==> src/sv/rbc_pkg.sv <==
`default_nettype none
package rbc_pkg;

  localparam int unsigned BLK_W           = 12;
  localparam int unsigned BLK_MAX         = 4096;
  localparam int unsigned TOT_W           = 13;
  localparam int unsigned RUN_W           = 7;
  localparam int unsigned RUNMIN_W        = 10;
  localparam int unsigned SLOT_PW         = 8;
  localparam int unsigned SID_W           = 8;
  localparam int unsigned STAMP_W         = 32;
  localparam int unsigned PCT_W           = 7;
  localparam int unsigned PCT_FULL        = 100;
  localparam int unsigned PCT_EMERG       = 25;
  localparam int unsigned DEF_CACHE_SLOTS = 64;
  localparam int unsigned DEF_MAX_STREAMS = 8;
  localparam logic [TOT_W-1:0] TOTAL_RST  = 13'd4096;
  localparam logic [RUN_W-1:0] MINRUN_RST = 7'd4;

  typedef enum logic [1:0] {
    REQ_TICK   = 2'd0,
    REQ_SET    = 2'd1,
    REQ_REMOVE = 2'd2,
    REQ_LOOKUP = 2'd3
  } req_type_e;

  typedef enum logic {
    CFG_TOTAL_BLOCKS = 1'b0,
    CFG_MIN_RUN      = 1'b1
  } cfg_reg_e;

  typedef struct packed {
    req_type_e          req_type;
    logic [SID_W-1:0]   stream_id;
    logic [BLK_W-1:0]   start_block;
    logic [BLK_W-1:0]   read_block;
    logic [BLK_W-1:0]   readahead_blocks;
    logic [BLK_W-1:0]   block_number;
    logic               demand;
  } req_t;

  typedef struct packed {
    logic               accepted;
    logic               hit;
    logic [SLOT_PW-1:0] hit_slot;
    logic               fetch_valid;
    logic [BLK_W-1:0]   fetch_block;
    logic [SLOT_PW-1:0] fetch_slot;
  } res_t;

  typedef enum logic [4:0] {
    OP_IDLE, OP_CLEAR, OP_EXEC, OP_LOOKUP, OP_LOOKCHK, OP_COMMIT, OP_MARK,
    OP_HALF_RD, OP_HALF_WR, OP_MARK_WR, OP_DEMAND, OP_DEMCHK, OP_VICT_RD,
    OP_VICT_CHK, OP_AVAIL_INIT, OP_AVAIL_RD, OP_AVAIL_CHK, OP_DIV_START,
    OP_DIV_WAIT, OP_AVAIL_NEXT, OP_PICK, OP_PICK_CHK, OP_EVICT, OP_RESULT
  } dp_op_e;

  typedef struct packed {
    dp_op_e op;
    logic   take;
    logic   emit;
  } cmd_t;

  typedef struct packed {
    logic clear_done;
    logic is_tick;
    logic pend_vld;
    logic lk_in_range;
    logic cached;
    logic mark_same;
    logic cnt_full;
    logic cnt_last;
    logic slot_free;
    logic no_streams;
    logic avail_stop;
    logic ra_zero;
    logic div_done;
    logic k_last;
    logic pick_fetch;
    logic out_free;
  } st_t;

endpackage
`default_nettype wire

==> src/sv/rbc_ctrl.sv <==
`default_nettype none
module rbc_ctrl (
  input  wire logic               clk_i,
  input  wire logic               rst_ni,
  input  wire logic               in_valid_i,
  input  wire rbc_pkg::req_type_e in_req_type_i,
  output logic                    in_ready_o,
  input  wire rbc_pkg::st_t       st_i,
  output rbc_pkg::cmd_t           cmd_o
);
  import rbc_pkg::*;

  typedef enum logic [23:0] {
    ST_CLEAR      = 24'h000001,
    ST_IDLE       = 24'h000002,
    ST_EXEC       = 24'h000004,
    ST_LOOKUP     = 24'h000008,
    ST_LOOKCHK    = 24'h000010,
    ST_COMMIT     = 24'h000020,
    ST_MARK       = 24'h000040,
    ST_HALF_RD    = 24'h000080,
    ST_HALF_WR    = 24'h000100,
    ST_MARK_WR    = 24'h000200,
    ST_DEMAND     = 24'h000400,
    ST_DEMCHK     = 24'h000800,
    ST_VICT_RD    = 24'h001000,
    ST_VICT_CHK   = 24'h002000,
    ST_AVAIL_INIT = 24'h004000,
    ST_AVAIL_RD   = 24'h008000,
    ST_AVAIL_CHK  = 24'h010000,
    ST_DIV_START  = 24'h020000,
    ST_DIV_WAIT   = 24'h040000,
    ST_AVAIL_NEXT = 24'h080000,
    ST_PICK       = 24'h100000,
    ST_PICK_CHK   = 24'h200000,
    ST_EVICT      = 24'h400000,
    ST_RESULT     = 24'h800000
  } state_e;

  state_e state_q, state_d, ret_st, after_avail;
  logic   in_fire;

  assign in_ready_o  = state_q == ST_IDLE;
  assign in_fire     = in_valid_i && in_ready_o;
  assign ret_st      = st_i.is_tick ? ST_DEMAND : ST_RESULT;
  assign after_avail = st_i.ra_zero ? ST_AVAIL_NEXT : ST_DIV_START;

  always_comb begin
    state_d = state_q;
    cmd_o.op = OP_IDLE;
    unique case (state_q)
      ST_CLEAR: begin
        cmd_o.op = OP_CLEAR;
        if (st_i.clear_done) state_d = ST_IDLE;
      end
      ST_IDLE: begin
        if (in_fire) begin
          unique case (in_req_type_i)
            REQ_TICK:   state_d = st_i.pend_vld ? ST_COMMIT : ST_DEMAND;
            REQ_LOOKUP: state_d = ST_LOOKUP;
            default:    state_d = ST_EXEC;
          endcase
        end
      end
      ST_EXEC: begin
        cmd_o.op = OP_EXEC;
        state_d = ST_RESULT;
      end
      ST_LOOKUP: begin
        cmd_o.op = OP_LOOKUP;
        state_d = st_i.lk_in_range ? ST_LOOKCHK : ST_RESULT;
      end
      ST_LOOKCHK: begin
        cmd_o.op = OP_LOOKCHK;
        state_d = st_i.cached ? ST_MARK : ST_RESULT;
      end
      ST_COMMIT: begin
        cmd_o.op = OP_COMMIT;
        state_d = ST_MARK;
      end
      ST_MARK: begin
        cmd_o.op = OP_MARK;
        if (st_i.mark_same) state_d = ret_st;
        else if (st_i.cnt_full) state_d = ST_HALF_RD;
        else state_d = ST_MARK_WR;
      end
      ST_HALF_RD: begin
        cmd_o.op = OP_HALF_RD;
        state_d = ST_HALF_WR;
      end
      ST_HALF_WR: begin
        cmd_o.op = OP_HALF_WR;
        state_d = st_i.cnt_last ? ST_MARK_WR : ST_HALF_RD;
      end
      ST_MARK_WR: begin
        cmd_o.op = OP_MARK_WR;
        state_d = ret_st;
      end
      ST_DEMAND: begin
        cmd_o.op = OP_DEMAND;
        state_d = ST_DEMCHK;
      end
      ST_DEMCHK: begin
        cmd_o.op = OP_DEMCHK;
        state_d = ST_VICT_RD;
      end
      ST_VICT_RD: begin
        cmd_o.op = OP_VICT_RD;
        state_d = st_i.slot_free ? ST_AVAIL_INIT : ST_VICT_CHK;
      end
      ST_VICT_CHK: begin
        cmd_o.op = OP_VICT_CHK;
        state_d = st_i.cnt_last ? ST_AVAIL_INIT : ST_VICT_RD;
      end
      ST_AVAIL_INIT: begin
        cmd_o.op = OP_AVAIL_INIT;
        state_d = st_i.no_streams ? ST_PICK : ST_AVAIL_RD;
      end
      ST_AVAIL_RD: begin
        cmd_o.op = OP_AVAIL_RD;
        state_d = st_i.avail_stop ? after_avail : ST_AVAIL_CHK;
      end
      ST_AVAIL_CHK: begin
        cmd_o.op = OP_AVAIL_CHK;
        state_d = st_i.cached ? ST_AVAIL_RD : after_avail;
      end
      ST_DIV_START: begin
        cmd_o.op = OP_DIV_START;
        state_d = ST_DIV_WAIT;
      end
      ST_DIV_WAIT: begin
        cmd_o.op = OP_DIV_WAIT;
        if (st_i.div_done) state_d = ST_AVAIL_NEXT;
      end
      ST_AVAIL_NEXT: begin
        cmd_o.op = OP_AVAIL_NEXT;
        state_d = st_i.k_last ? ST_PICK : ST_AVAIL_RD;
      end
      ST_PICK: begin
        cmd_o.op = OP_PICK;
        state_d = st_i.pick_fetch ? ST_PICK_CHK : ST_RESULT;
      end
      ST_PICK_CHK: begin
        cmd_o.op = OP_PICK_CHK;
        state_d = st_i.cached ? ST_RESULT : ST_EVICT;
      end
      ST_EVICT: begin
        cmd_o.op = OP_EVICT;
        state_d = ST_RESULT;
      end
      ST_RESULT: begin
        cmd_o.op = OP_RESULT;
        if (st_i.out_free) state_d = ST_IDLE;
      end
      default: state_d = ST_IDLE;
    endcase
  end

  assign cmd_o.take = in_fire;
  assign cmd_o.emit = state_q == ST_RESULT && st_i.out_free;

  always_ff @(posedge clk_i or negedge rst_ni) begin
    if (!rst_ni) begin
      state_q <= ST_CLEAR;
    end else begin
      state_q <= state_d;
    end
  end
endmodule
`default_nettype wire

==> config.mk <==
export PLATFORM = sky130hd
export DESIGN_NAME = rbc_ctrl
export DESIGN_NICKNAME = d
export VERILOG_FILES = /design/src/sv/rbc_pkg.sv /design/src/sv/rbc_ctrl.sv
export SDC_FILE = /design/constraint.sdc
export NUM_CORES = 1
export LEC_CHECK = 0
export ABC_AREA = 1
export BUFFER_PORTS_ARGS = -buffer_cell sky130_fd_sc_hd__buf_4
export CAP_MARGIN = 40
export CORE_MARGIN = 2
export CORE_UTILIZATION = 51
export CTS_CLUSTER_SIZE = 28
export DETAILED_ROUTE_END_ITERATION = 12
export PLACE_DENSITY_LB_ADDON = 0.1
export SLEW_MARGIN = 15
export SYNTH_ARGS = -nofsm -noshare
export SYNTH_HDL_FRONTEND = slang
export SYNTH_SLANG_ARGS = --single-unit
==> constraint.sdc <==
create_clock -name clk_i -period 1.6 [get_ports clk_i]
set_input_delay 0.08 -clock clk_i [delete_from_list [all_inputs] [get_ports clk_i]]
set_output_delay 0.08 -clock clk_i [all_outputs]
set_load 0.02 [all_outputs]
======== Word level (Yosys, flattened, before mapping) ========
Cells that the tools add are included.
storage, ports and cells
  flip-flop bits (word level) ............. 24
  word-level logic and storage cells ...... 58
operators by class
  equal/unequal tests ..................... 29
  multiplexer cells ....................... 23
  reductions and logical operators ........ 5
operators by type and width
  operator                number
  $pmux W24 S23           1
  $mux W24                10
  $pmux W5 S23            1
  $mux W20                3
  $mux W21                2
  $mux W15                2
  $eq A24 B1 Y1 const B   1
  $eq A24 B10 Y1 const B  1
  $eq A24 B11 Y1 const B  1
  $eq A24 B12 Y1 const B  1
  $eq A24 B13 Y1 const B  1
  $eq A24 B14 Y1 const B  1
  $eq A24 B15 Y1 const B  1
  $eq A24 B16 Y1 const B  1
  $eq A24 B17 Y1 const B  1
  $eq A24 B18 Y1 const B  1
  $eq A24 B19 Y1 const B  1
  $eq A24 B2 Y1 const B   1
  $eq A24 B20 Y1 const B  1
  $eq A24 B21 Y1 const B  1
  $eq A24 B22 Y1 const B  1
  $eq A24 B23 Y1 const B  1
  $eq A24 B24 Y1 const B  1
  $eq A24 B3 Y1 const B   1
  16 further kinds        20

======== Longest topological paths before layout ========
Gate-level depths: netlist (run 1).
  depth in word-level cells ............... 4
  gate-level depth with buffers ........... 11
  mapped depth without buffers ............ 11

======== Least setup slack after synthesis (run 1) ========
OpenSTA, ideal clock, no wires.
  kind .................................... flip-flop to flip-flop
  start ................................... register state_q[17]
  end ..................................... register state_q[10]
  setup time .............................. 71 ps
  data arrival time ....................... 1462 ps
  required time ........................... 1529 ps
  setup slack ............................. 66 ps
  stages on the path, launching flop included .. 12
  buffers on the path ..................... 0
  cells stage by stage .................... dfrtp_1 -> nor2_2 -> nand2_2 -> nor2_8 -> nand2_4 -> inv_2 -> nand2_2 -> inv_2 -> nand2_1 -> nor2_1 -> a21oi_1 -> nor2_1
on the way
  cells in the longest elaborated chain, start to end .. 4
ends and longest elaborated chain
  element                             line             text
  from (decl)                         rbc_ctrl.sv:40   state_e state_q, state_d, ret_st, after_avail;
  from (signal assigned)              rbc_ctrl.sv:166  state_q <= state_d;
  $eq A24 B2 Y1 *                     rbc_ctrl.sv:43   assign in_ready_o = state_q == ST_IDLE;
  via in_ready_o                      rbc_ctrl.sv:7    output logic in_ready_o,
  $logic_and A1 B1 Y1                 rbc_ctrl.sv:44   assign in_fire = in_valid_i && in_ready_o;
  $ne A2 B1 Y1 (no source line)       -
  $reduce_and A4 Y1 (no source line)  -
Mark *: on every way through the listed nets, which the timed path passes. The rest lies on a longest branch.
A chain may end at the register's enable or synchronous reset.

==> results of run 1 <==
layer usage:
metal  track usage (%)  routed length (microns)  up-vias
li1                  -                        -     1048
met1              34.2                     2500     1059
met2              50.7                     3290      159
met3              2.50                      515       58
met4              12.0                      465        0
met5                 0                        0        -
cell type report:
cell class	instances	area share, %
Clock buffer	4	0.887
Inverter	56	7.35
Multi-Input combinational cell	190	42.6
Sequential cell	24	20.3
Tap cell	46	1.94
Timing Repair Buffer	97	26.9
stage by stage:
stage               utilization (%)  instance area (sq um)  power, mW  setup TNS (ns)  cells
detailed placement             70.7                   2380       2.34          -0.719    386
global placement               70.7                   2380       2.33          -0.471    386
floorplan                         -                   1790       1.71               0    269
global route                   88.1                   2960       3.62           -6.76    417
CTS                            82.4                   2770       2.91           -3.62    415
finish                         88.1                   2960       3.47           -5.48    417
power by group through the flow:
stage	clock, mW	sequential, mW	combinational, mW
after floorplan	0	0.716	0.995
after global placement	0	0.710	1.62
after detailed placement	0	0.715	1.62
after CTS	0.289	0.703	1.92
after global routing	0.327	0.728	2.56
final	0.298	0.728	2.44
worst reg2reg max path: stages, from the launching register on:
cell     delay (ns)
dfrtp_1        0.46
nor2_4         0.20
nand2_4        0.10
nor2_8         0.17
nand2_4        0.13
buf_4          0.18
a21oi_2        0.10
nor2_1         0.08
nand2_1        0.08
nor2_1         0.06
nand2_1        0.12
nand2_2        0.08
nor2_1         0.17
cells in the mapped netlist (all sizes together):
library cell,count
nor2,72
a22o,1
nor4,2
or2,1
nand2,51
dfstp,1
o32ai,1
nor3,13
o21a,1
a21oi,8
buf,1
nand3,14
o311ai,1
o22ai,4
dfrtp,23
inv,56
and3,2
nand4,8
ha,2
o21ai,7
worst min path at each step:
stage,end,start,slack [ns]
4_1_cts,state_q[10],st_i[14],0.04
3_3_place_gp,state_q[14],rst_ni,-0.002
6_report,state_q[4],st_i[12],0.03
5_1_grt,state_q[5],st_i[13],0.01
2_1_floorplan,state_q[10],rst_ni,-0.22
3_5_place_dp,state_q[14],rst_ni,-0.0008
cells by family after synthesis:
family	count (synthesis)	synth area share, %
buffers and inverters	57	12.2
AND/OR/NAND/NOR	163	44.5
flip-flops	24	33.7
adder cells (fa/ha/maj)	2	1.40
AO/OA/AOI/OAI	23	8.26
repair_timing:
| action | in CTS | in global routing |
|---|---|---|
| gates cloned | 2 | 0 |
| pin swaps | 17 | 17 |
| endpoints found under the setup margin | 18 | 24 |
| hold buffers | 11 | 0 |
| gates resized for setup | 36 | 49 |
| setup buffers | 12 | 3 |
| hold endpoints to repair | 34 | 0 |
==> impl_metrics.toml, run 1 <==
[worst_setup_path]
path_depth = 9
startpoint = "state_q[2]"
worstSetupEndpointType = "output pin"
crit_chain = "nor2_4 -> nand2_4 -> nor2_8 -> nand2_4 -> buf_4 -> a21oi_2 -> nor2_1 -> nand2_1 -> buf_6"
slowest_delay_ns = 0.46
crit_end = "cmd_o[6]"
arrival_ns = 1.97
path_buf_inv = 2
r2r-end = "state_q[10]"
path_common_cell = "nand2_4"
cp_data_required_time_ns = 1.52
reg2reg_slack_ns = -0.41
crit_type = "reg -> out"
startpoint_type = "flip-flop"
cp_max_fo = 8
cp_top_family = "simple AND/OR/NAND/NOR gates"
r2r-start = "state_q[2]"
slowest_stage = "dfrtp_1"
reg2reg_depth = 12

[timing]
tightest_slew_ns = 0.337
period_needed_ns = 2.05
fin_crit_sh_pct = 128
drv_slew = 0
setup_viol = 18
hold_viol_final = 0
rsz0062_at_grt = "yes"
whs_ns = 0.0261
layout_setup_ws_ns = -0.447
fmax_mhz = 489
maxSlewHeadroom_pct = 77.6
skew_ns = 0.00891

[detailed_routing]
drt-initial-drc-count = 202
wl_per_cell_microns = 16.2
vias_per_cell = 5.57
first_pass_iters = 6
ant_nets = 0
wl_mm = 6.77
via_count = 2324
drc = 0

[pwr]
p_clk_share_pct = 8.6
seqPwrFrac_pct = 21.0
comb_power_share_pct = 70.4
peakVddDrop_uv = 977
sw_frac_of_total_pct = 49.3
p_per_area_nw_per_um2 = 1170
power_switching_mw = 1.71
intPower_mw = 1.76
p_leak_nw = 1.52

[yosys]
synth_area_per_cell_sq_um = 6.65
synth_top_area_cell = "dfrtp_1"
synth_fp_nets = 292
netlist_area_sq_um = 1790
synth_top_area_share_pct = 32.2
ys_ff_latch = 24
seq_area_frac_synth_pct = 33.7
yosys-top-cells-area = "dfrtp_1 (32%), nor2_1 (12%), inv_1 (11%), nand2_1 (8.8%), nor2_2 (4.2%)"
synth_cell_types = 30
synthCells = 269
yosys_warnings = 0

[cells_and_area]
multi_input_area_sq_um = 1260
register_area_sq_um = 602
regMostFlops = "state_q"
layout.nets = 395
reg_top3 = "state_q (24)"
largest_reg_flops = 24
areaGrowthSynthToFinish_pct = 65.6
antenna_cells = 0
drive_gt1_share_pct = 46.1
fillers = 167
most-common-layout-cells = "buf_4 (75), inv_1 (49), nor2_1 (38)"
layout_commonest_cell = "buf_4"

[clocking]
cts-htree-levels = 1
clk_latency_ns = 0.33
cts_tree = "done"
cts_buffers = 3
cts_buffer_depth = 2
clk_pin_slew_ns = 0.14
clock-sinks = 24
cts_root_buffer = "clkbuf_4"

[floorplanning]
fp.dieH_microns = 63.2
rows = 21
die_w_microns = 63.2
die_area_sq_um = 4000
ioPinCount = 29
start_util_pct = 53.2
core_area_sq_um = 3360

[grt]
grt_overflow = 0
grt_max_degree = 25
gr-usage-all-layers_pct = 28.1
first_global_vias = 2102
antenna_found_initial = 0
grt_pass1_wl_mm = 8.91

[place]
post-place-ws_ns = -0.120
dp_hpwl_mm = 3.60
numPortBuffers = 28
gp_congestion = 0.907

[worst_hold_path]
hold_depth = 3
min_path_type = "in -> reg"

[status]
violations = "setup timing"
status = "finished, violations left"

[run]
cap_violations = 0
Power figures use the tool's default switching activity.
==> run 2: changes to the inputs <==
Settings changed: GPL_TIMING_DRIVEN set to 0.
==> run 2 against run 1 <==
  * The run still ends with setup timing left
  * First-iteration DRC count grew 5.4%
  * Hold slack better by 0.039 ns
  * Combinational power up 7%
  * Cell area rose by 2.2%
  * Critical path type unchanged
  * Largest cell class unchanged
  * Largest power group unchanged
==> impl_metrics.toml, run 2 (same netlist as run 1, synthesis figures left out) <==
[status]
status = "finished, violations left"
violations = "setup timing"

[worst_setup_path]
startpoint_type = "flip-flop"
cp_max_fo = 7
r2r-end = "state_q[10]"
crit_type = "reg -> out"
reg2reg_depth = 13
slowest_delay_ns = 0.48
path_buf_inv = 4
worstSetupEndpointType = "output pin"
arrival_ns = 2.05
reg2reg_slack_ns = -0.39
cp_data_required_time_ns = 1.52
path_depth = 11
r2r-start = "state_q[16]"
slowest_stage = "dfrtp_1"
crit_chain = "nor2_4 -> nand2_4 -> nor2_8 -> buf_6 -> nand2_1 -> nor2_1 -> inv_1 -> nand3_1 -> nor2_2 -> inv_1 -> buf_6"
cp_top_family = "simple AND/OR/NAND/NOR gates"

[floorplanning]
die_area_sq_um = 4000
start_util_pct = 53.2
fp.dieH_microns = 63.2
rows = 21
ioPinCount = 29
core_area_sq_um = 3360
die_w_microns = 63.2

[detailed_routing]
ant_nets = 0
drt-initial-drc-count = 213
wl_mm = 6.86
drc = 0
vias_per_cell = 5.62
via_count = 2281
wl_per_cell_microns = 16.9
first_pass_iters = 5

[worst_hold_path]
min_to = "state_q[4]"
min_from = "st_i[12]"
min_path_type = "in -> reg"
hold_depth = 3

[clocking]
clk_pin_slew_ns = 0.15
cts_buffers = 3
cts_root_buffer = "clkbuf_4"
cts_buffer_depth = 2
clock-sinks = 24
cts_tree = "done"
clk_latency_ns = 0.34
cts-htree-levels = 1

[cells_and_area]
antenna_cells = 0
largest_reg_flops = 24
fillers = 152
layout_commonest_cell = "buf_4"
final_util_pct = 90.0
stdcell_area_sq_um = 3030
areaGrowthSynthToFinish_pct = 69.3
reg_top3 = "state_q (24)"
regMostFlops = "state_q"
most-common-layout-cells = "buf_4 (58), inv_1 (49), nor2_1 (36)"
layout.nets = 384
finalNonFillerCells = 406
drive_gt1_share_pct = 45.6

[place]
numPortBuffers = 28
gp_congestion = 0.847
dp_cells = 343
dp_hpwl_mm = 3.25
place_area_sq_um = 2060

[pwr]
p_leak_nw = 1.50
p_per_area_nw_per_um2 = 1210
peakVddDrop_uv = 1430

[timing]
maxSlewHeadroom_pct = 69.6
fmax_mhz = 469
fin_crit_sh_pct = 133
drv_slew = 0
setup_viol = 22
hold_viol_final = 0
period_needed_ns = 2.13
layout_setup_ws_ns = -0.532
tightest_slew_ns = 0.452
rsz0062_at_grt = "yes"
skew_ns = 0.0183
tns_ns = -5.64

[grt]
grt_overflow = 0
grt_pass1_wl_mm = 8.30
antenna_found_initial = 0
grt_max_degree = 25
gr-usage-all-layers_pct = 26.3
first_global_vias = 1884

[run]
cap_violations = 0
run 2: worst max-delay path by stage:
| stage | slack (ns) | end | startpoint |
|---|---|---|---|
| 2_1_floorplan | 0.07 | cmd_o[3] | state_q[17] |
| 3_3_place_gp | -0.24 | state_q[10] | state_q[20] |
| 3_5_place_dp | -0.25 | state_q[10] | state_q[20] |
| 4_1_cts | -0.39 | cmd_o[3] | state_q[9] |
| 5_1_grt | -0.58 | cmd_o[5] | state_q[17] |
| 6_report | -0.53 | cmd_o[5] | state_q[16] |
run 2: worst register-to-register path: cells and delay by family (launching register included):
kind	cells	cell delay, ns
simple gates	10	1.09
flops	1	0.48
buf+inv	3	0.38
run 2: layout make-up:
| class | count | area (sq um) | area share (%) |
|---|---|---|---|
| multi-input combinational | 189 | 1360 | 45.0 |
| timing repair buffer | 86 | 746 | 24.6 |
| sequential | 24 | 602 | 19.9 |
| inverter | 56 | 218 | 7.19 |
| tap | 46 | 57.6 | 1.90 |
| clock buffer | 4 | 36.3 | 1.20 |
| buffer | 1 | 7.51 | 0.248 |
run 2: repair_timing:
action | in CTS | in global routing
pin swaps | 20 | 27
hold endpoints to repair | 34 | 2
hold buffers | 12 | 2
cloned | 0 | 1
resized for setup | 35 | 76
endpoints found under the setup margin | 19 | 22
buffers inserted | 27 | 17
run 2: metal layers:
layer	vias up	global-route usage [%]	routed length, microns	share of wire, %
li1	1034	-	-	-
met1	1049	33.1	2640	39
met2	150	47.6	3450	50
met3	48	2.50	420	6.1
met4	0	8.15	348	5.1
met5	-	0	0	0
run 2: report_power, final:
part           switching [mW]  internal [mW]  total [mW]
logic                    1.53           1.07        2.60
clock network           0.204          0.140       0.343
registers              0.0609          0.662       0.722
run 2: metrics by stage:
step | total power, mW | setup slack, ns | hold slack (ns)
after floorplan | 1.71 | 0.0655 | -0.216
after global placement | 2.07 | -0.236 | 0.00322
after detailed placement | 2.08 | -0.249 | 0.00197
after CTS | 2.87 | -0.386 | 0.0241
after global routing | 3.81 | -0.581 | 0.0437
final | 3.67 | -0.532 | 0.0647
==> run 3: changes to the inputs <==
Settings changed: CELL_PAD_IN_SITES_DETAIL_PLACEMENT set to 1, CELL_PAD_IN_SITES_GLOBAL_PLACEMENT set to 2, CORE_UTILIZATION 51 to 27, GPL_TIMING_DRIVEN 0 to not set, MAX_ROUTING_LAYER set to met4.
==> run 3 against run 2 <==
  * The run still ends with setup timing left
  * Die area increased by 82%
  * Power up 7.9%
  * Cell area is 8.0% higher
  * Global-route usage shrank 6.7 points
  * Clock power up 63%
  * Sequential cell count did not move
  * Final cell count increased by 15%
  * Critical path depth shrank 2
  * Clock skew fell by 0.0040 ns
  * Combinational power increased by 3%
  * Via count is 6.0% lower
  * Largest cell class unchanged
==> impl_metrics.toml, run 3 (same netlist as run 1, synthesis figures left out) <==
[place]
dp_cells = 433
gp_congestion = 0.823
dp_hpwl_mm = 4.94
numPortBuffers = 28

[worst_setup_path]
worstSetupEndpointType = "output pin"
cp_top_family = "simple AND/OR/NAND/NOR gates"
cp_data_required_time_ns = 1.52
slowest_stage = "dfstp_2"
path_buf_inv = 2
crit_type = "reg -> out"
cp_max_fo = 9
path_common_cell = "nand2_4"
arrival_ns = 1.98
crit_chain = "nor2_4 -> nand2_4 -> nor2_8 -> nand2_4 -> a21oi_2 -> buf_4 -> nor3_1 -> nand3_1 -> buf_6"
startpoint_type = "flip-flop"
slowest_delay_ns = 0.56

[timing]
skew_ns = 0.0143
layout_setup_ws_ns = -0.457
tightest_slew_ns = 0.327
fmax_mhz = 486
setup_viol = 18
rsz0062_at_grt = "yes"
drv_slew = 0
maxSlewHeadroom_pct = 78.0
tns_ns = -3.59
fin_crit_sh_pct = 129
hold_viol_final = 0
period_needed_ns = 2.06

[detailed_routing]
vias_per_cell = 4.58
wl_per_cell_microns = 14.6
wl_mm = 6.82
wl_met1_mm = 2.93
via_count = 2144
first_pass_iters = 4
ant_nets = 0
drc = 0
drt-initial-drc-count = 46
top_layer_used = "met4"
routed-wl-met2_mm = 3.56
wl_met3_microns = 154

[grt]
antenna_found_initial = 0
grt_overflow = 0
grt_max_degree = 25
grt_pass1_wl_mm = 10.9
first_global_vias = 2310
gr-usage-all-layers_pct = 19.6

[clocking]
cts-htree-levels = 1
clk_pin_slew_ns = 0.10
clock-sinks = 24
cts_root_buffer = "clkbuf_8"
cts_buffer_depth = 2
clk_latency_ns = 0.28
cts_buffers = 3
cts_tree = "done"

[floorplanning]
rows = 29
die_w_microns = 85.4
fp.dieH_microns = 85.4
ioPinCount = 29
core_area_sq_um = 6390
die_area_sq_um = 7290
start_util_pct = 28.0

[cells_and_area]
regMostFlops = "state_q"
most-common-layout-cells = "buf_4 (97), inv_1 (51), nor2_1 (35)"
finalNonFillerCells = 468
antenna_cells = 0
areaGrowthSynthToFinish_pct = 82.9
layout.nets = 415
drive_gt1_share_pct = 51.7
fillers = 784
layout_commonest_cell = "buf_4"
reg_top3 = "state_q (24)"
largest_reg_flops = 24

[worst_hold_path]
min_path_type = "in -> reg"

[status]
violations = "setup timing"
status = "finished, violations left"

[pwr]
peakVddDrop_uv = 1110
p_leak_nw = 1.68
p_per_area_nw_per_um2 = 1210

[run]
cap_violations = 0
-- run 3: cell types whose count changed in the layout (fill, tap and decap cells not counted), moves of 4 or more --
cell	before	now
nor2_4	24	18
nor2_2	10	18
nand2_1	29	34
inv_2	5	1
buf_4	58	97
nand2_4	13	6
dlygate4sd3_1	14	6
-- run 3: layout make-up --
type / instances / area [sq um] / share of cell area [%]
repair buffers: 117 / 955 / 29.2
multi-input cells: 190 / 1330 / 40.6
clock buffers: 3 / 41.3 / 1.26
flip-flops and latches: 24 / 602 / 18.4
clock inverters: 1 / 30.0 / 0.918
inverters: 56 / 220 / 6.73
well taps: 77 / 96.3 / 2.95
-- run 3: layer usage --
layer  track usage (%)  vias to the layer above
li1                  -                     1086
met1              23.6                     1008
met2              33.9                       35
met3              1.95                       15
met4              7.22                        0
met5                 -                        -
-- run 3: timing repair --
item                                   in CTS  in global routing
gates cloned                                2                  0
endpoints found under the hold margin      27                  1
setup endpoints to repair                  21                 27
hold buffers                                5                  1
pin swaps                                  17                 14
setup buffers                              14                 12
resized for setup                          67                 29
-- run 3: worst reg2reg max path, cell delays in order, from the launching register on --
cell and delay, ns:
dfrtp_1 0.39, nor2_2 0.16, nand2_2 0.13, nor2_8 0.18, nand2_8 0.10, nor2_4 0.18, buf_4 0.14, buf_6 0.09
inv_4 0.03, o21ai_4 0.14, a21oi_2 0.08, nor2_1 0.09
-- run 3: path summary, 6_finish.rpt --
kind	startpoint	end	slack, ns	cells past startpoint
setup / recovery	state_q[0]	cmd_o[2]	-0.46	9
hold / removal	st_i[1]	state_q[21]	0.01	3
setup reg to reg	state_q[6]	state_q[19]	-0.16	11
hold reg to reg	state_q[11]	state_q[11]	0.67	4
max in group asynchronous	rst_ni	state_q[0]	1.06	2
min in group asynchronous	rst_ni	state_q[21]	0.23	2
-- run 3: per-stage QoR --
stage	instance area (sq um)	hold WS, ns	worst slack (ns)	power [mW]	utilization (%)
after floorplan	1790	-0.216	0.0655	1.71	-
after global placement	2540	0.00942	-0.279	2.47	39.7
after detailed placement	2540	0.0100	-0.260	2.49	39.7
after CTS	3070	0.00162	-0.390	3.60	48.0
after global routing	3270	0.0207	-0.546	4.21	51.2
final	3270	0.0144	-0.457	3.96	51.2
-- run 3: power breakdown --
part / switching (mW) / total, mW / internal, mW
Clock: 0.223 / 0.558 / 0.335
Sequential: 0.0511 / 0.712 / 0.661
Combinational: 1.43 / 2.69 / 1.26
Total: 1.70 / 3.96 / 2.26
